## src/rtl/rtlg_pkg.sv

```systemverilog
`timescale 1ns / 1ps
`default_nettype none
package rtlg_pkg;

  localparam int GRID_WIDTH       = 256;
  localparam int GRID_HEIGHT      = 256;
  localparam int NOISE_MAX_RADIUS = 4;
  localparam int CELL_COUNT       = GRID_WIDTH * GRID_HEIGHT;
  localparam int ADDR_W           = $clog2(CELL_COUNT);
  localparam int X_W              = $clog2(GRID_WIDTH);
  localparam int Y_W              = $clog2(GRID_HEIGHT);
  localparam int NUM_BOUNDS       = 50;

  localparam logic [6:0] PROB_HALF = 7'd50;

  localparam logic [14:0] PROB_BOUNDS [NUM_BOUNDS] = '{
    15'd82,    15'd246,   15'd410,   15'd575,   15'd740,
    15'd905,   15'd1072,  15'd1239,  15'd1407,  15'd1576,
    15'd1747,  15'd1919,  15'd2093,  15'd2269,  15'd2446,
    15'd2626,  15'd2809,  15'd2994,  15'd3182,  15'd3374,
    15'd3569,  15'd3768,  15'd3971,  15'd4179,  15'd4392,
    15'd4610,  15'd4835,  15'd5066,  15'd5305,  15'd5552,
    15'd5808,  15'd6074,  15'd6352,  15'd6642,  15'd6947,
    15'd7268,  15'd7609,  15'd7971,  15'd8359,  15'd8778,
    15'd9233,  15'd9734,  15'd10291, 15'd10921, 15'd11649,
    15'd12514, 15'd13586, 15'd15006, 15'd17141, 15'd21682
  };

  typedef enum logic [2:0] {
    CFG_FREE_INC   = 3'd0,
    CFG_OCC_INC    = 3'd1,
    CFG_DIST_FACT  = 3'd2,
    CFG_NOISE_RSQ  = 3'd3,
    CFG_NOISE_W    = 3'd4
  } rtlg_cfg_idx_e;

  typedef struct packed {
    logic signed [15:0] free_inc;
    logic signed [15:0] occ_inc;
    logic [15:0]        dist_factor;
    logic [4:0]         noise_rsq;
    logic [15:0]        noise_w;
  } rtlg_cfg_t;

  // one queued request, already decoded by the front end
  typedef struct packed {
    logic              is_read;
    logic              rd_in_grid;
    logic [ADDR_W-1:0] rd_addr;
    logic signed [10:0] sx;
    logic signed [10:0] sy;
    logic signed [10:0] ex;
    logic signed [10:0] ey;
    logic [10:0]       adx;
    logic [10:0]       ady;
    logic              stx_neg;
    logic              sty_neg;
    logic              hit;
  } rtlg_item_t;

  function automatic logic in_grid(logic signed [11:0] x, logic signed [11:0] y);
    return !x[11] && !y[11] && (x < 12'(GRID_WIDTH)) && (y < 12'(GRID_HEIGHT));
  endfunction

  function automatic logic [ADDR_W-1:0] cell_addr(logic [11:0] x, logic [11:0] y);
    return ADDR_W'(ADDR_W'(y[Y_W-1:0]) * ADDR_W'(GRID_WIDTH) + ADDR_W'(x[X_W-1:0]));
  endfunction

endpackage
`default_nettype wire

```

## src/rtl/rtlg_front.sv

```systemverilog
`timescale 1ns / 1ps
`default_nettype none
module rtlg_front import rtlg_pkg::*; (
  input  wire logic               in_valid_i,
  output logic                    in_stall_o,
  input  wire logic               req_type_i,
  input  wire logic signed [10:0] start_x_i,
  input  wire logic signed [10:0] start_y_i,
  input  wire logic signed [10:0] end_x_i,
  input  wire logic signed [10:0] end_y_i,
  input  wire logic               hit_i,
  input  wire logic [7:0]         cell_x_i,
  input  wire logic [7:0]         cell_y_i,
  input  wire logic               q_full_i,
  input  wire logic               clearing_i,
  output logic                    push_o,
  output rtlg_item_t              item_o
);

  logic signed [11:0] dx;
  logic signed [11:0] dy;

  assign in_stall_o = q_full_i || clearing_i;
  assign push_o     = in_valid_i && !in_stall_o;

  always_comb begin
    dx = 12'(end_x_i) - 12'(start_x_i);
    dy = 12'(end_y_i) - 12'(start_y_i);
    item_o.is_read    = req_type_i;
    item_o.rd_in_grid = in_grid({4'b0, cell_x_i}, {4'b0, cell_y_i});
    item_o.rd_addr    = cell_addr({4'b0, cell_x_i}, {4'b0, cell_y_i});
    item_o.sx         = start_x_i;
    item_o.sy         = start_y_i;
    item_o.ex         = end_x_i;
    item_o.ey         = end_y_i;
    item_o.adx        = dx[11] ? 11'(-dx) : dx[10:0];
    item_o.ady        = dy[11] ? 11'(-dy) : dy[10:0];
    item_o.stx_neg    = !(start_x_i < end_x_i);
    item_o.sty_neg    = !(start_y_i < end_y_i);
    item_o.hit        = hit_i;
  end

endmodule
`default_nettype wire

```

## config.mk

```make
export PLATFORM = sky130hd
export DESIGN_NAME = rtlg_front
export DESIGN_NICKNAME = d
export VERILOG_FILES = /design/src/rtl/rtlg_pkg.sv /design/src/rtl/rtlg_front.sv
export SDC_FILE = /design/constraint.sdc
export NUM_CORES = 1
export LEC_CHECK = 0
export ABC_CLOCK_PERIOD_IN_PS = 7550
export CORE_MARGIN = 2
export CORE_UTILIZATION = 50
export DETAILED_ROUTE_END_ITERATION = 10
export DONT_BUFFER_PORTS = 1
export PLACE_DENSITY_LB_ADDON = 0.08
export SYNTH_ARGS = -nofsm -noshare
export SYNTH_HDL_FRONTEND = slang
export SYNTH_SLANG_ARGS = --single-unit
```

## constraint.sdc

```tcl
create_clock -name vclk -period 7.55
set_input_delay 1.1325 -clock vclk [all_inputs]
set_output_delay 1.1325 -clock vclk [all_outputs]
set_load 0.03 [all_outputs]
```

After elaboration in Yosys (flattened, before gate mapping)
Index checks and enable logic that the tools add are counted.
{"block": "totals", "reg_bits": 0, "latch_bits": 0, "mem_count": 0, "in_bits": 65, "output_inout_bits": 89, "mem_bits_rw": 0, "mem_bits_ro": 0, "elab_cells": 14}
{"block": "classes", "n_shift": 0, "addsub": 5, "mux": 2, "mul": 0, "n_div": 0, "reduce_logical": 5, "order_cmp": 2, "n_bitwise": 0, "n_eq_ne": 0}
{"op": "11-bit by 11-bit subtractor with 12-bit output", "count": 2}
{"op": "11-bit less-than comparator", "count": 2}
{"op": "11-bit 2-to-1 mux", "count": 2}
{"op": "11-bit negator", "count": 2}
{"op": "16-bit by 8-bit adder with 16-bit output", "count": 1}
{"op": "1-bit logical NOT", "count": 3}
{"op": "1-bit logical AND", "count": 1}
{"op": "1-bit logical OR", "count": 1}

Longest topological paths before layout
{"block": "logic_depth", "word_depth": 3, "mapped_depth": 11, "ltp_nobuf": 11}

Worst setup path before layout
Ideal clock, no wire load.
{"block": "synth_path", "kind": "input to output", "start": "input port end_y_i[0]", "end": "output port item_o[13] in the netlist's numbering", "arrival_time_ns": 3.682, "t_required_ns": 6.418, "path_buffers": 0, "path_stages": 11, "setup_slack_ns": 2.736, "cell_sequence": "inv_1 -> ha_1 -> fa_1 -> xor2_1 -> nand3b_1 -> mux2_1 -> a211oi_4 -> nand4_1 -> o31ai_2 -> a22oi_2 -> xnor2_1"}
{"element": "start, declared", "line": "rtlg_front.sv:10", "text": "input wire logic signed [10:0] end_y_i,"}
{"element": "end, declared", "line": "rtlg_front.sv:17", "text": "output rtlg_item_t item_o"}

==> summary.md <==
| Metric | Value |
|---|---|
| Run status | `finished clean` |
| CP Cell Sequence | `inv_1 -> ha_1 -> fa_1 -> xor2_1 -> nand3b_1 -> mux2_1 -> a211oi_4 -> nand4_1 -> o31ai_2 -> a22oi_2 -> xnor2_1` |
| Post-CTS sizing | `0` |
| Clock power frac | `0` |
| Syn_area_per_cell | `6.94 um^2` |
| Arrival @ worst endpoint | `3910 ps` |
| IO buf count | `0` |
| Final Routed Wirelength | `4360 um` |
| RSZ-0062 raised after global routing | `false` |
| Worst ir drop on vdd | `0.0581 mV` |
| Initial antenna violation count | `0` |
| Finished Core Util | `0.426` |
| Crit path kind | `in2out` |
| Routed len/inst | `14.8 um` |
| Detailed placement HPWL | `3860 um` |
| WHS | `2270 ps` |
| Final Worst Setup Slack | `2510 ps` |
| GRT Total Usage | `0.171` |
| Final worst path period need | `5040 ps` |
| Mapped Nets | `402` |
| Synth Cell Area | `2140 um^2` |
| Setup violations, final | `0` |
| Pwr per Cell Area | `147 nW/um^2` |
| Max stage delay on crit path | `570 ps` |
| Sw Share | `0.713` |
| Grt ovf | `0` |
| Internal power | `73.1 uW` |
| Top cell type's share of synthesized area | `0.221` |
| Starting Density | `0.529` |
| Cell taking the most area after synthesis | `buf_4` |
| Die Area | `4830 um^2` |
| Final hold viol count | `0` |
| Gpl congestion | `0.797` |
| Vias in the first global route | `1518` |
| Fin nets | `340` |
| Worst Hold Class | `in2out` |
| DP Worst Slack | `2520 ps` |
| Max Cap Viol | `0` |
| Vias/cell | `5.63` |
| Switching power | `182 uW` |
| Syn Inst Count | `309` |
| # rows | `23` |
| CP Data Required Time | `6420 ps` |
| Die Ht | `69.5 um` |
| Seq/Total Area, Yosys | `0` |
| Gate power share | `1.000` |
| Relative slew slack | `0.366` |
| Synth cell types | `52` |
| Final antenna diode count | `0` |
| Largest net degree at the start of global routing | `10` |
| CP max stage cell | `xnor2_1` |
| Max Clk Rate | `0.198 GHz` |
| Post-CTS Setup Inserts | `0` |
| Post-route insts no fill | `295` |
| Vias after detailed routing | `1660` |
| Most common cell after layout, fill and taps aside | `inv_1` |
| Leakage | `0.813 nW` |
| Setup_tns | `0 ps` |
| CLK BUF | `0` |
| DRT Pass-1 Iters | `4` |
| DRT iter0 DRCs | `50` |
| Layout cells sized above 1 | `0.0571` |
| Die width | `69.5 um` |
| Worst-path fanout max | `4` |
| Area of the core | `4060 um^2` |
| Sequential Area | `0 um^2` |
| Synth Warn # | `0` |
| Commonest cells after routing, fill and taps aside | `inv_1, nor2_1, ha_1` |
| Critical Path Sink Type | `output port` |
| Period Utilization, post-route | `0.667` |
| Hold Buf Count CTS | `0` |
| First-pass GRT wire length | `7110 um` |
| Seq pwr share | `0` |
| Area growth syn-to-layout | `-19.4%` |
| Dpl cells | `295` |
| Total Power | `255 uW` |
| Slew Limit Fails | `0` |
| CP startpoint kind | `input pin` |
| Top cells by area, synth | `buf_4, ha_1, xnor2_1, inv_1, nor2_1` |
| Ports | `154` |
| Residual DRC | `0` |
| Post-route cell area | `1730 um^2` |
| Antenna-violating nets left | `0` |
| Sequential cell count | `0` |
| Area after DPL | `1730 um^2` |
| Worst slew pin tran | `942 ps` |
power groups by stage:
stage,Combinational [mW],Clock [mW],Sequential (mW)
finish,0.255,0,0
global route,0.277,0,0
CTS,0.257,0,0
detailed placement,0.256,0,0
global placement,0.256,0,0
floorplan,0.288,0,0
routing by layer:
metal	global-route usage	part of all wire
met4	0.0414	0.021
met2	0.268	0.40
met3	0.0291	0.085
met1	0.242	0.49
met5	0	0
synthesized netlist by cell type (2+ instances only):
library cell	instances
a31oi_1	4
a211oi_1	5
or2_2	2
o21ai_0	7
inv_1	34
xnor2_1	18
nor2_1	32
a211o_1	2
nor3_1	2
nand2_1	19
mux2i_1	3
a21o_1	2
nand2b_1	8
o21ai_1	7
o21a_1	2
xor2_1	8
nand3b_1	3
and4_1	2
buf_4	63
o31ai_2	2
nand3_1	6
ha_1	26
fa_1	2
a21oi_1	12
nor2b_1	6
nand4_1	4
o211ai_1	2
a21oi_2	2
layout make-up:
type	count	area, um^2
fillers	449	2330
multi-input cells	211	1540
inverters	34	128
well taps	50	62.6
worst max-delay path, delay by kind of cell:
family / cells / cell delay (ps)
AOI/OAI and AO/OA: 3 / 600
xor gates and xnor gates: 2 / 910
adders and majority gates: 2 / 600
buffers and inverters: 1 / 20
muxes: 1 / 360
and+or+nand+nor: 2 / 280
logic make-up (layout without fill, tap and decap cells):
| kind of cell | Yosys count | after routing | synth area share |
|---|---|---|---|
| adder cells (fa/ha/maj) | 28 | 28 | 0.170 |
| AND/OR/NAND/NOR | 91 | 91 | 0.215 |
| XOR/XNOR | 27 | 27 | 0.114 |
| other | 1 | 1 | 0.00175 |
| multiplexers | 4 | 4 | 0.0193 |
| AO/OA/AOI/OAI | 60 | 60 | 0.198 |
| buffers and inverters | 98 | 34 | 0.282 |
final timing paths:
kind	slack, ps	end	startpoint	depth (start not counted)
hold / removal	2270	item_o[68]	start_x_i[10]	0
setup / recovery	2510	item_o[13]	end_y_i[0]	11
No activity file was read; power rests on OpenSTA's default activity.
