===== src/rtl/rtlg_pkg.sv =====
`timescale 1ns / 1ps
`default_nettype none
package rtlg_pkg;

  localparam int GRID_WIDTH       = 256;
  localparam int GRID_HEIGHT      = 256;
  localparam int NOISE_MAX_RADIUS = 4;
  localparam int CELL_COUNT       = GRID_WIDTH * GRID_HEIGHT;
  localparam int ADDR_W           = $clog2(CELL_COUNT);
  localparam int X_W              = $clog2(GRID_WIDTH);
  localparam int Y_W              = $clog2(GRID_HEIGHT);
  localparam int NUM_BOUNDS       = 50;

  localparam logic [6:0] PROB_HALF = 7'd50;

  localparam logic [14:0] PROB_BOUNDS [NUM_BOUNDS] = '{
    15'd82,    15'd246,   15'd410,   15'd575,   15'd740,
    15'd905,   15'd1072,  15'd1239,  15'd1407,  15'd1576,
    15'd1747,  15'd1919,  15'd2093,  15'd2269,  15'd2446,
    15'd2626,  15'd2809,  15'd2994,  15'd3182,  15'd3374,
    15'd3569,  15'd3768,  15'd3971,  15'd4179,  15'd4392,
    15'd4610,  15'd4835,  15'd5066,  15'd5305,  15'd5552,
    15'd5808,  15'd6074,  15'd6352,  15'd6642,  15'd6947,
    15'd7268,  15'd7609,  15'd7971,  15'd8359,  15'd8778,
    15'd9233,  15'd9734,  15'd10291, 15'd10921, 15'd11649,
    15'd12514, 15'd13586, 15'd15006, 15'd17141, 15'd21682
  };

  typedef enum logic [2:0] {
    CFG_FREE_INC   = 3'd0,
    CFG_OCC_INC    = 3'd1,
    CFG_DIST_FACT  = 3'd2,
    CFG_NOISE_RSQ  = 3'd3,
    CFG_NOISE_W    = 3'd4
  } rtlg_cfg_idx_e;

  typedef struct packed {
    logic signed [15:0] free_inc;
    logic signed [15:0] occ_inc;
    logic [15:0]        dist_factor;
    logic [4:0]         noise_rsq;
    logic [15:0]        noise_w;
  } rtlg_cfg_t;

  // one queued request, already decoded by the front end
  typedef struct packed {
    logic              is_read;
    logic              rd_in_grid;
    logic [ADDR_W-1:0] rd_addr;
    logic signed [10:0] sx;
    logic signed [10:0] sy;
    logic signed [10:0] ex;
    logic signed [10:0] ey;
    logic [10:0]       adx;
    logic [10:0]       ady;
    logic              stx_neg;
    logic              sty_neg;
    logic              hit;
  } rtlg_item_t;

  function automatic logic in_grid(logic signed [11:0] x, logic signed [11:0] y);
    return !x[11] && !y[11] && (x < 12'(GRID_WIDTH)) && (y < 12'(GRID_HEIGHT));
  endfunction

  function automatic logic [ADDR_W-1:0] cell_addr(logic [11:0] x, logic [11:0] y);
    return ADDR_W'(ADDR_W'(y[Y_W-1:0]) * ADDR_W'(GRID_WIDTH) + ADDR_W'(x[X_W-1:0]));
  endfunction

endpackage
`default_nettype wire


===== src/rtl/rtlg_queue.sv =====
`timescale 1ns / 1ps
`default_nettype none
module rtlg_queue import rtlg_pkg::*; (
  input  wire logic       clk_i,
  input  wire logic       rst_ni,
  input  wire logic       push_i,
  input  rtlg_item_t      item_i,
  input  wire logic       pop_i,
  output rtlg_item_t      item_o,
  output logic            full_o,
  output logic            empty_o
);

  rtlg_item_t  slot_q [2];
  logic        wr_ptr_q, wr_ptr_d;
  logic        rd_ptr_q, rd_ptr_d;
  logic [1:0]  cnt_q, cnt_d;

  assign full_o  = cnt_q == 2'd2;
  assign empty_o = cnt_q == 2'd0;
  assign item_o  = slot_q[rd_ptr_q];

  always_comb begin
    wr_ptr_d = wr_ptr_q ^ push_i;
    rd_ptr_d = rd_ptr_q ^ pop_i;
    cnt_d    = cnt_q + 2'(push_i) - 2'(pop_i);
  end

  always_ff @(posedge clk_i or negedge rst_ni) begin
    if (!rst_ni) begin
      wr_ptr_q <= 1'b0;
      rd_ptr_q <= 1'b0;
      cnt_q    <= 2'd0;
    end else begin
      wr_ptr_q <= wr_ptr_d;
      rd_ptr_q <= rd_ptr_d;
      cnt_q    <= cnt_d;
    end
  end

  always_ff @(posedge clk_i) begin
    if (push_i) begin
      slot_q[wr_ptr_q] <= item_i;
    end
  end

endmodule
`default_nettype wire


===== config.mk =====
export PLATFORM = sky130hd
export DESIGN_NAME = rtlg_queue
export DESIGN_NICKNAME = d
export VERILOG_FILES = /design/src/rtl/rtlg_pkg.sv /design/src/rtl/rtlg_queue.sv
export SDC_FILE = /design/constraint.sdc
export NUM_CORES = 1
export LEC_CHECK = 0
export BUFFER_PORTS_ARGS = -buffer_cell sky130_fd_sc_hd__buf_2
export CORE_ASPECT_RATIO = 1.5
export CORE_UTILIZATION = 52
export CTS_CLUSTER_DIAMETER = 80
export DETAILED_ROUTE_END_ITERATION = 10
export HOLD_SLACK_MARGIN = 0.03
export PLACE_DENSITY = 0.79
export REMOVE_ABC_BUFFERS = 1
export SYNTH_ARGS = -nofsm -noshare
export SYNTH_HDL_FRONTEND = slang
export SYNTH_SLANG_ARGS = --single-unit

===== constraint.sdc =====
create_clock -name clk_i -period 3.8 [get_ports clk_i]
set_input_delay 0.76 -clock clk_i [delete_from_list [all_inputs] [get_ports clk_i]]
set_output_delay 0.76 -clock clk_i [all_outputs]
set_load 0.05 [all_outputs]

After elaboration in Yosys (flattened, before gate mapping)
Memories as Yosys holds them, arrays and structs flattened. Index checks and enable logic that the tools add are counted. W data, S select, Z words.

Register bits after elaboration: 4. Bits in writable memories: 174. Bits of input ports: 91. Output and inout port bits: 89. Logic and storage cells: 12. Memories kept: 1.

Add/subtract/negate cells: 2. Equal/unequal tests: 1. Mux-type cells: 2. Bitwise operators: 2. Reductions and logical operators: 1.

Memory list: slot_q (words 2, bits a word 87, read ports 1, clocked after Yosys merged registers in 0, wr ports 1, line rtlg_queue.sv:14) `rtlg_item_t slot_q [2];`.

Operators by type and width (count): $add A2 B1 Y2 (1); $eq A2 B2 Y1 const B (1); $logic_not A2 Y1 (1); $mux W1 (2); $sub A2 B1 Y2 (1); $xor A1 B1 Y1 (2).

Longest topological paths before layout
Gate-level depths: netlist of run 1.

Depth in word-level cells: 2. Mapped depth: 5. Gate-level depth less buffers: 5.

Worst setup path before layout of run 1
Ideal clock, no wire load.

Path kind: input port to flip-flop. From: input port push_i. To: memory slot_q[0][0] (netlist bit), enable pin. Setup time: 0.456 ns. Data arrival time: 2.834 ns. Required time: 3.344 ns. Setup slack: 0.511 ns. Stages on the path: 1. Buffers on the path: 0. Cells stage by stage: ha_1.

Cells in the longest elaborated chain, start to end: 2.

Ends and longest elaborated chain: start, declared (line rtlg_queue.sv:6) `input wire logic push_i,`; $mux W1 (line rtlg_queue.sv:42) `if (push_i) begin`; $mux W1 (implied by the code) (line rtlg_queue.sv:43) `slot_q[wr_ptr_q] <= item_i;`; end, declared (line rtlg_queue.sv:14).

No other way between the ends.

==> results of run 1 <==
cell families (layout without fill, tap and decap cells):
family / Yosys count / count (layout) / share of synthesized area
fa+ha+maj: 4 / 4 / 0.007627
buf+inv: 14 / 220 / 0.01373
other cells: 0 / 3 / 0
flops: 178 / 178 / 0.8114
mux: 87 / 87 / 0.1607
xor+xnor: 2 / 2 / 0.004957
simple gates: 2 / 2 / 0.001525
area by class of cell:
type                       count  share of cell area
inverter                       4            0.001819
timing repair buffer         184              0.1161
tap                          153             0.02320
clock inverter                15             0.01865
multi-input combinational     95              0.1421
antenna                        3           0.0009096
sequential                   178              0.6457
clock buffer                  17             0.05155
registers in the layout, indices dropped and copies added, names as in the netlist:
signal	count
cnt_q	2
rd_ptr_q	1
wr_ptr_q	1
slot_q	174
worst paths after layout:
path	to	slack (ps)	depth (start not counted)
min in group clk_i	slot_q[0][78]	530	1
setup / recovery	item_o[24]	810	3
hold / removal	rd_ptr_q	140	1
max in group asynchronous	rd_ptr_q	3530	1
hold reg to reg	cnt_q[1]	640	1
setup reg to reg	slot_q[0][18]	2070	3
metal layers:
| metal | part of all wire | global-route usage | wire length [µm] | vias up |
|---|---|---|---|---|
| met2 | 0.58 | 0.3400 | 6780 | 112 |
| li1 | - | - | - | 1533 |
| met1 | 0.34 | 0.1805 | 4011 | 1664 |
| met3 | 0.060 | 0.06612 | 702 | 19 |
| met5 | 0.00068 | 0 | 8 | - |
| met4 | 0.021 | 0.08259 | 245 | 2 |
cell usage after synthesis:
| library cell | number | share of area |
|---|---|---|
| mux2_2 | 67 | 0.11 |
| nor2b_1 | 1 | 0.00095 |
| edfxtp_1 | 174 | 0.80 |
| buf_6 | 4 | 0.0069 |
| xor3_1 | 1 | 0.0036 |
| ha_1 | 4 | 0.0076 |
| buf_2 | 6 | 0.0046 |
| mux2_4 | 20 | 0.046 |
| inv_1 | 4 | 0.0023 |
| nor2_1 | 1 | 0.00057 |
| dfrtp_1 | 4 | 0.015 |
| xor2_1 | 1 | 0.0013 |
power groups by stage:
| stage | registers (mW) | clock network (mW) | logic, mW |
|---|---|---|---|
| final | 2.79 | 1.68 | 2.91 |
| after global routing | 2.83 | 1.79 | 3.03 |
| after CTS | 2.79 | 1.72 | 2.95 |
| after detailed placement | 2.84 | 0 | 2.95 |
| after global placement | 2.80 | 0 | 2.92 |
| after floorplan | 2.87 | 0 | 2.28 |
per-stage QoR:
step	total power, mW	area [µm²]
global route	7.642	8250
floorplan	5.155	6487
detailed placement	5.781	7666
global placement	5.717	7666
CTS	7.465	8245
finish	7.384	8253
worst reg2reg max path, stage by stage (launching register included):
cell and delay, ps:
dfrtp_1 410, inv_1 100, ha_4 470, buf_12 360
==> impl_results.md, run 1 <==
- Number of nets in the final layout: 575
- Cell-by-cell listing of the critical path: buf_4, mux2_2, buf_2
- Final weighted congestion in routability-driven placement: 0.7182
- Detailed-route vias per instance: 5.131
- Combined global-route utilization of all metal layers: 0.1851
- Top-Level Pins: 180
- Sequential area share after synthesis: 0.8114
- Finished Core Util: 0.6799
- Synthesis Warnings: 0
- Post-CTS setup buffer count: 0
- Remaining design rule violation count: 0
- CP Buf/Inv Count: 2
- Mapped Avg Cell Area: 22.87 µm²
- Number of buffers created by CTS: 17
- Most common library cell in the layout ignoring fill and taps: buf_2
- Switching share of power: 0.3983
- Fraction of power consumed by sequential logic: 0.378
- Cell with the largest stage delay on the worst path: dfrtp_4
- Critical path arrival: 2230 ps
- Count of unique library cells instantiated by Yosys: 12
- Clock sinks: 178
- Number of global-route vias before repair: 3536
- Longest individual stage delay on the worst path: 800 ps
- Internal power: 4.443 mW
- Storage cell area: 5329 µm²
- Kind of cell adding the most delay to the critical path: flip-flops
- TritonCTS clock tree: built
- Post-route clock skew: 12.85 ps
- Worst setup slack before clock tree synthesis: 1236 ps
- Die boundary height: 139.6 µm
- Count of pins over their slew limit: 0
- Leftover overflow at the end of global routing: 0
- Antenna violations before repair: 4
- Clock edge transition at the registers on the reported setup and hold paths: 60 ps
- Post-Synthesis Cells: 287
- Startpoint-to-endpoint class of the critical path: flop to output pin
- Critical path endpoint category: output pin
- Beginning of the critical path: rd_ptr_q
- Quantity of gates resized following cts: 0
- Maximum buffer depth of the clock tree: 2
- DP HPWL: 7.905 mm
- Total via count in the routed design: 3330
- Least-Margin Pin Slew: 583.9 ps
- Setup repair after global routing missed its margin: false
- Overall die area: 13080 µm²
- Static Leakage: 3.198 nW
- Worst-case headroom to the max-slew limit: 0.6107
- Leading cell types in the layout, fill and taps excluded: 179 x buf_2, 174 x edfxtp_1, 67 x mux2_2
- Startpoint type of the worst setup path: flop
- Layout overhead on the synthesized area: 25.76%
- Post-Route WL: 11.75 mm
- Count of H-tree levels built during CTS: 4
- Initial drt markers: 117
- Non-filler cells, final: 649
- Effective utilization at floorplan: 0.5406
- Synth Register Bits: 178
- Highest achievable clock rate: 334.2 MHz
- Switch Pwr: 2.941 mW
- Number of endpoints with negative hold slack in the final report: 0
- Setup TNS: 0 ps
- Placed Cells incl. Taps: 614
- Synth Cell Area: 6563 µm²
- Count of antenna-violating nets left after detailed routing: 0
- Minimum setup slack in the final design: 808.1 ps
- Combinational power share: 0.394
- Share of total power in the clock network: 0.228
- CTS Root Cell: clkbuf_16
- Worst Path Max Fanout: 41
- Power Density: 894.8 nW/µm²
- Fraction of final layout cells with drive strength greater than 1: 0.6187
- Maximum number of pins on one net before global-route repair: 53
- Outcome: completed
- Tightest Hold Check Type: primary input to async pin
- Worst Hold Slack: 138.4 ps
- Die Wd: 93.73 µm
- Filler cell count: 852
- RR Startpoint: wr_ptr_q
- Clock insertion delay at the later pin of the skew report: 410 ps
- Global-route wire length before repair: 17.36 mm
- IR Drop Worst-Case VDD: 0.5848 mV
- Required time of the worst setup path: 3040 ps
- Placeable core area: 12140 µm²
- Final count of negative-setup-slack endpoints: 0
- Count of port buffers added during placement: 179
- Final critical delay including setup and external delays: 2992 ps
- Ratio of final minimum period to clock period: 0.7873
- Hold bufs inserted after CTS: 0
- Total of max-cap violations: 0
- Average routed wire per standard cell: 18.10 µm
- Multi-input combinational cell area: 1172 µm²
- Rows: 49
- Pre-Repair DR Iteration Count: 4
No activity file was read; power rests on OpenSTA's default activity.
==> run 2: changes to the inputs <==
--- a/config.mk
+++ b/config.mk
@@ -5,13 +5,14 @@
 export SDC_FILE = /design/constraint.sdc
 export NUM_CORES = 1
 export LEC_CHECK = 0
+export ABC_AREA = 1
 export BUFFER_PORTS_ARGS = -buffer_cell sky130_fd_sc_hd__buf_2
 export CORE_ASPECT_RATIO = 1.5
-export CORE_UTILIZATION = 52
+export CORE_UTILIZATION = 47
 export CTS_CLUSTER_DIAMETER = 80
 export DETAILED_ROUTE_END_ITERATION = 10
 export HOLD_SLACK_MARGIN = 0.03
-export PLACE_DENSITY = 0.79
+export PLACE_DENSITY = 0.76
 export REMOVE_ABC_BUFFERS = 1
 export SYNTH_ARGS = -nofsm -noshare
 export SYNTH_HDL_FRONTEND = slang
==> constraint.sdc (replaced) <==
create_clock -name clk_i -period 2.6 [get_ports clk_i]
set_input_delay 0.52 -clock clk_i [delete_from_list [all_inputs] [get_ports clk_i]]
set_output_delay 0.52 -clock clk_i [all_outputs]
set_load 0.05 [all_outputs]
==> impl_results.md, run 2 <==
- Outcome: completed
- IR Drop Worst-Case VDD: 0.7447 mV (+27%)
- Rows: 52 (+6.1%)
- Final count of negative-setup-slack endpoints: 0 (unchanged)
- Mapped Avg Cell Area: 13.91 µm² (-39%)
- Count of pins over their slew limit: 0 (unchanged)
- Synthesis Warnings: 0 (unchanged)
- Least-Margin Pin Slew: 475.7 ps (-108.2 ps)
- Worst setup slack before clock tree synthesis: 687.3 ps (-548.9 ps)
- Pre-Repair DR Iteration Count: 4 (unchanged)
- Worst-case headroom to the max-slew limit: 0.6829 (+0.07215)
- Combined global-route utilization of all metal layers: 0.1670 (-0.01817)
- Count of unique library cells instantiated by Yosys: 13 (+1)
- Final weighted congestion in routability-driven placement: 0.7467 (+4.0%)
- Startpoint-to-endpoint class of the critical path: flop to output pin
- Cell accounting for the most synthesized area: edfxtp_1
- Die boundary height: 147.7 µm (+5.8%)
- Metal-1 WL: 4.437 mm (+11%)
- Tightest Hold Check Type: primary input to flop
- Startpoint type of the worst setup path: flop
- Finished Core Util: 0.6071 (-0.07281)
- Async set-or-reset flop fraction in the synthesized netlist: 0.02247 (unchanged)
- Highest achievable clock rate: 427.7 MHz
- Storage cell area: 5329 µm² (unchanged)
- Placed Cells incl. Taps: 806 (+31%)
- Count of port buffers added during placement: 179 (unchanged)
- Count of antenna-violating nets left after detailed routing: 0 (unchanged)
- Required time of the worst setup path: 2080 ps (-960 ps)
- Total of max-cap violations: 0 (unchanged)
- Overall die area: 14640 µm² (+12%)
- Cell-by-cell listing of the critical path: buf_12, o21ai_0, buf_2
- CTS Root Cell: clkbuf_16
- DP HPWL: 8.276 mm (+4.7%)
- Static Leakage: 3.561 nW (+11%)
- Fraction of final layout cells with drive strength greater than 1: 0.3225 (-0.2962)
- Initial drt markers: 144 (+23%)
- Clock edge transition at the registers on the reported setup and hold paths: 70 ps (about the same)
- Non-filler cells, final: 838 (+29%)
- Count of H-tree levels built during CTS: 4 (unchanged)
- Post-Route WL: 12.10 mm (+2.9%)
- Antenna violations before repair: 0 (-4)
- Share of the synthesized area in the top cell type: 0.7857 (-0.01049)
- Main synth FF type: edfxtp_1
- Total via count in the routed design: 4007 (+20%)
- Global-route wire length before repair: 18.34 mm (+5.6%)
- Sequential area share after synthesis: 0.8008 (-0.01069)
- TritonCTS clock tree: built
- Highest Signal Layer: met4
- Effective utilization at floorplan: 0.4867 (-0.05389)
- Synth Cell Area: 6650 µm² (+1.3%)
- Number of buffers created by CTS: 17 (unchanged)
- Multi-input combinational cell area: 877.1 µm² (-25%)
- Power Density: 1325 nW/µm² (+48%)
- Remaining design rule violation count: 0 (unchanged)
- Synth Register Bits: 178 (unchanged)
- Layout overhead on the synthesized area: 24.72%
- Met2 routed WL: 6.577 mm (-3.0%)
- Leading cell types in the layout, fill and taps excluded: 179 x buf_2, 174 x edfxtp_1, 94 x inv_1
- Filler cell count: 1049 (+23%)
- Number of nets in the final layout: 759 (+32%)
- Clock sinks: 178 (unchanged)
- Minimum setup slack in the final design: 262.2 ps (-545.9 ps)
- Number of enable-type register cells in the synthesized netlist: 174 (unchanged)
- Leading cell types by total area after synthesis: edfxtp_1 79%, o21ai_0 6.2%, inv_1 5.3%, nand2_1 5.2%, dfrtp_1 1.5%
- Top-Level Pins: 180 (unchanged)
- Hold bufs inserted after CTS: 1 (+1)
- Quantity of gates resized following cts: 0 (unchanged)
- Antenna Diode Count: 0 (-3)
- Die Wd: 99.12 µm (+5.8%)
- Flip-flop count of the largest register, all copies and words added: 174 (unchanged)
- Number of global-route vias before repair: 3964 (+12%)
- Cell with the largest stage delay on the worst path: dfrtp_4
- Ratio of final minimum period to clock period: 0.8992
- Critical path endpoint category: output pin
- Largest registers ranked by flip-flop count: slot_q: 174 flops, cnt_q: 2 flops
- Leftover overflow at the end of global routing: 0 (unchanged)
- List of most frequent post-synthesis cells: 174 x edfxtp_1, 94 x inv_1, 92 x nand2_1, 82 x o21ai_0, 11 x buf_4
- Maximum number of pins on one net before global-route repair: 105 (+98%)
- Worst Path Max Fanout: 104 (+150%)
- Detailed-route vias per instance: 4.782 (-6.8%)
- Placeable core area: 13660 µm² (+13%)
- Setup repair after global routing missed its margin: false
- Critical path arrival: 1820 ps (-410 ps)
- Average routed wire per standard cell: 14.43 µm (-20%)
- Total power consumption of the routed design: 10.99 mW (+49%)
- Most frequent cell after synthesis: edfxtp_1
- Longest individual stage delay on the worst path: 500 ps (-300 ps)
- Most common library cell in the layout ignoring fill and taps: buf_2
- Maximum buffer depth of the clock tree: 2 (unchanged)
- Number of endpoints with negative hold slack in the final report: 0 (unchanged)
- Post-CTS setup buffer count: 0 (unchanged)
- Clock insertion delay at the later pin of the skew report: 400 ps (about the same)
- Met3 Wirelength: 605 µm (-14%)
- Post-Synthesis Cells: 478 (+67%)
- Register with the most flip-flops: slot_q
- Final critical delay including setup and external delays: 2338 ps
- Post-route clock skew: 6.626 ps (-6.224 ps)
## run 2: cell types whose count changed in the layout (fill, tap and decap cells not counted), sizes merged, moves of 2 or more
cell	before	now
nand2	0	92
inv	9	99
mux2	87	0
o21ai	0	87
diode	3	0
bufinv	2	0
clkinv	5	3
clkinvlp	3	5
## run 2: power breakdown
part	internal, mW	switching, mW
clock	1.23	1.04
sequential	3.81	0.143
combinational	0.933	3.84
## run 2: layout make-up
class | instances | share of cell area
flip-flops and latches | 178 | 0.6425
repair buffers | 186 | 0.1207
multi-input cells | 187 | 0.1057
clock buffers | 18 | 0.05174
inverters | 94 | 0.04254
well taps | 162 | 0.02444
clock inverters | 13 | 0.01237
## run 2: worst max-delay path: cells and delay by family (launching register included)
kind / cells / cell delay (ps)
buf+inv: 2 / 550
flops: 1 / 500
compound gates: 1 / 330
## run 2: cells by family (layout without fill, tap and decap cells)
logic type | after synthesis | after routing | share of synthesized area
xor+xnor | 1 | 1 | 0.001317
flops | 178 | 178 | 0.8008
compound gates | 87 | 87 | 0.06547
buf+inv | 113 | 311 | 0.07112
simple gates | 95 | 95 | 0.05381
fa+ha+maj | 4 | 4 | 0.007526
## run 2: metrics by stage
step | setup TNS (ps) | cell area [µm²] | hold WS [ps]
global placement | 0 | 7752 | 327.9
detailed placement | 0 | 7752 | 332.1
floorplan | -236360 | 6530 | 224.4
finish | 0 | 8294 | 297.2
global route | 0 | 8294 | 275.2
CTS | 0 | 8294 | 282.3
## run 2: final timing paths
| check | start | endpoint | slack, ps | cells past startpoint |
|---|---|---|---|---|
| worst min-delay path | item_i[59] | slot_q[1][59] | 300 | 1 |
| worst min register to register | cnt_q[1] | cnt_q[1] | 610 | 3 |
| worst max-delay path | rd_ptr_q | item_o[15] | 260 | 3 |
| min in group asynchronous | rst_ni | rd_ptr_q | 450 | 2 |
| max in group asynchronous | rst_ni | rd_ptr_q | 2010 | 2 |
| worst max register to register | wr_ptr_q | slot_q[0][26] | 1020 | 3 |
## run 2: routing by layer
metal / vias to the layer above / global-route usage
met5: - / 0
met4: 0 / 0.1037
met3: 33 / 0.04350
met1: 1863 / 0.1661
li1: 1986 / -
met2: 125 / 0.3059
==> run 3: changes to the inputs <==
--- a/config.mk
+++ b/config.mk
@@ -7,8 +7,10 @@
 export LEC_CHECK = 0
 export ABC_AREA = 1
 export BUFFER_PORTS_ARGS = -buffer_cell sky130_fd_sc_hd__buf_2
+export CELL_PAD_IN_SITES_DETAIL_PLACEMENT = 1
+export CELL_PAD_IN_SITES_GLOBAL_PLACEMENT = 1
 export CORE_ASPECT_RATIO = 1.5
-export CORE_UTILIZATION = 47
+export CORE_UTILIZATION = 38
 export CTS_CLUSTER_DIAMETER = 80
 export DETAILED_ROUTE_END_ITERATION = 10
 export HOLD_SLACK_MARGIN = 0.03
==> impl_results.md, run 3 (synthesis results as in run 2) <==
- Outcome: completed
- Worst Hold Slack: 286.2 ps (-11.02 ps)
- Initial drt markers: 138 (-4.2%)
- Remaining design rule violation count: 0 (unchanged)
- TritonCTS clock tree: built
- IR Drop Worst-Case VDD: 0.6603 mV (-11%)
- Tightest Hold Check Type: primary input to flop
- Clock insertion delay at the later pin of the skew report: 420 ps (+20 ps)
- Fraction of final layout cells with drive strength greater than 1: 0.3279 (+0.005456)
- Fraction of met3 tracks used by global routing: 0.04762 (+0.004120)
- Fraction of power consumed by sequential logic: 0.352 (-0.008)
- Maximum buffer depth of the clock tree: 2 (unchanged)
- Number of nets in the final layout: 762 (+0.40%)
- CP Buf/Inv Count: 2 (unchanged)
- Layout overhead on the synthesized area: 27.30%
- Worst-case headroom to the max-slew limit: 0.6804 (-0.002483)
- Placeable core area: 16910 µm² (+24%)
- Number of endpoints with negative hold slack in the final report: 0 (unchanged)
- Detailed-route vias per instance: 4.633 (-3.1%)
- Number of buffers created by CTS: 17 (unchanged)
- Final critical delay including setup and external delays: 2441 ps (+103.4 ps)
- Ratio of final minimum period to clock period: 0.9390 (+0.03978)
- Total via count in the routed design: 4133 (+3.1%)
- Overall die area: 18040 µm² (+23%)
- Setup repair after global routing missed its margin: false
- Worst Path Max Fanout: 54 (-48%)
- Kind of cell adding the most delay to the critical path: flip-flops
- Rows: 58 (+12%)
- Leading cell types in the layout, fill and taps excluded: 179 x buf_2, 174 x edfxtp_1, 94 x inv_1
- Critical path arrival: 1920 ps (+100 ps)
- Quantity of gates resized following cts: 0 (unchanged)
- Largest registers ranked by flip-flop count: slot_q: 174 flops, cnt_q: 2 flops
- Global-route wire length before repair: 21.60 mm (+18%)
- Combinational power share: 0.425 (-0.009)
- Maximum number of pins on one net before global-route repair: 55 (-48%)
- Count of port buffers added during placement: 179 (unchanged)
- Internal power: 6.231 mW (+4.3%)
- Most crowded layer after global routing: met2
- Cell with the largest stage delay on the worst path: dfrtp_4
- Total power consumption of the routed design: 11.44 mW (+4.1%)
- Flip-flop count of the largest register, all copies and words added: 174 (unchanged)
- Worst setup slack before clock tree synthesis: 564.4 ps (-122.9 ps)
- Longest individual stage delay on the worst path: 620 ps (+120 ps)
- Pre-Repair DR Iteration Count: 4 (unchanged)
- Die Wd: 110.0 µm (+11%)
- Effective utilization at floorplan: 0.3933 (-0.09343)
- CTS Root Cell: clkbuf_16
- Combined global-route utilization of all metal layers: 0.1661 (-0.0008881)
- Share of total power in the clock network: 0.224 (+0.017)
- Cell-by-cell listing of the critical path: buf_12, o21ai_0, buf_2
- DP HPWL: 10.07 mm (+22%)
- Leftover overflow at the end of global routing: 0 (unchanged)
- Count of antenna-violating nets left after detailed routing: 0 (unchanged)
- Clock sinks: 178 (unchanged)
- Most common library cell in the layout ignoring fill and taps: buf_2
- Power Density: 1352 nW/µm² (+2.0%)
- Highest achievable clock rate: 409.6 MHz (-4.2%)
- Startpoint-to-endpoint class of the critical path: flop to output pin
- Minimum setup slack in the final design: 158.7 ps (-103.4 ps)
- Final count of negative-setup-slack endpoints: 0 (unchanged)
- Critical path endpoint category: output pin
- Post-Route WL: 14.63 mm (+21%)
- Met2 GRT Util: 0.3099 (+0.003999)
- Count of H-tree levels built during CTS: 4 (unchanged)
- Total of max-cap violations: 0 (unchanged)
- Final weighted congestion in routability-driven placement: 0.7009 (-6.1%)
- Die boundary height: 164.0 µm (+11%)
- Top-Level Pins: 180 (unchanged)
- Number of global-route vias before repair: 4415 (+11%)
- Clock edge transition at the registers on the reported setup and hold paths: 70 ps (about the same)
- Global-route track usage on met1: 0.1644 (-0.001675)
- Average routed wire per standard cell: 16.40 µm (+14%)
- Switch Pwr: 5.213 mW (+3.9%)
- Switching share of power: 0.4555 (-0.001018)
- Post-route clock skew: 8.110 ps (+1.484 ps)
- Antenna violations before repair: 1 (+1)
- Static Leakage: 3.621 nW (+1.7%)
- Startpoint type of the worst setup path: flop
- Required time of the worst setup path: 2080 ps (about the same)
- Register with the most flip-flops: slot_q
- Least-Margin Pin Slew: 479.4 ps (+3.724 ps)
- Count of pins over their slew limit: 0 (unchanged)
run 3: worst paths after layout:
path	endpoint	from	depth (start not counted)	slack, ps
max	item_o[45]	rd_ptr_q	3	160
min	slot_q[1][10]	item_i[10]	1	290
max reg2reg	slot_q[1][73]	wr_ptr_q	2	1260
min reg2reg	cnt_q[1]	cnt_q[1]	3	610
max in group asynchronous	rd_ptr_q	rst_ni	2	2010
min in group asynchronous	cnt_q[0]	rst_ni	2	440
run 3: power by group through the flow:
| stage | Clock [mW] | Combinational, mW | Sequential (mW) |
|---|---|---|---|
| 2_1_floorplan | 0 | 3.40 | 4.23 |
| 3_3_place_gp | 0 | 4.74 | 4.06 |
| 3_5_place_dp | 0 | 4.85 | 4.12 |
| 4_1_cts | 2.63 | 4.87 | 4.06 |
| 5_1_grt | 2.73 | 5.18 | 4.07 |
| 6_report | 2.56 | 4.86 | 4.02 |
run 3: area by class of cell:
cell class | instances | area [µm²]
timing repair buffer | 189 | 1044
fill | 1809 | 8443
antenna | 2 | 5.005
multi-input combinational | 187 | 877.1
tap | 210 | 262.8
clock inverter | 15 | 170.2
inverter | 94 | 352.8
clock buffer | 17 | 425.4
sequential | 178 | 5329
run 3: repair_timing:
action,4_1_cts,5_1_grt
endpoints found under the setup margin,0,2
buffers inserted,0,1
hold buffers,1,0
endpoints found under the hold margin,4,0
run 3: layer usage:
| layer | wire (µm) | part of all wire |
|---|---|---|
| met5 | 0 | 0 |
| met1 | 5250 | 0.36 |
| met3 | 661 | 0.045 |
| met4 | 391 | 0.027 |
| met2 | 8324 | 0.57 |
run 3: per-stage QoR:
stage	TNS, ps	util	cell area, µm²	instances
global route	0	0.5005	8463	891
finish	0	0.5007	8466	892
CTS	0	0.4995	8446	889
detailed placement	0	0.4637	7840	856
global placement	0	0.4637	7840	856
floorplan	-236360	-	6530	459
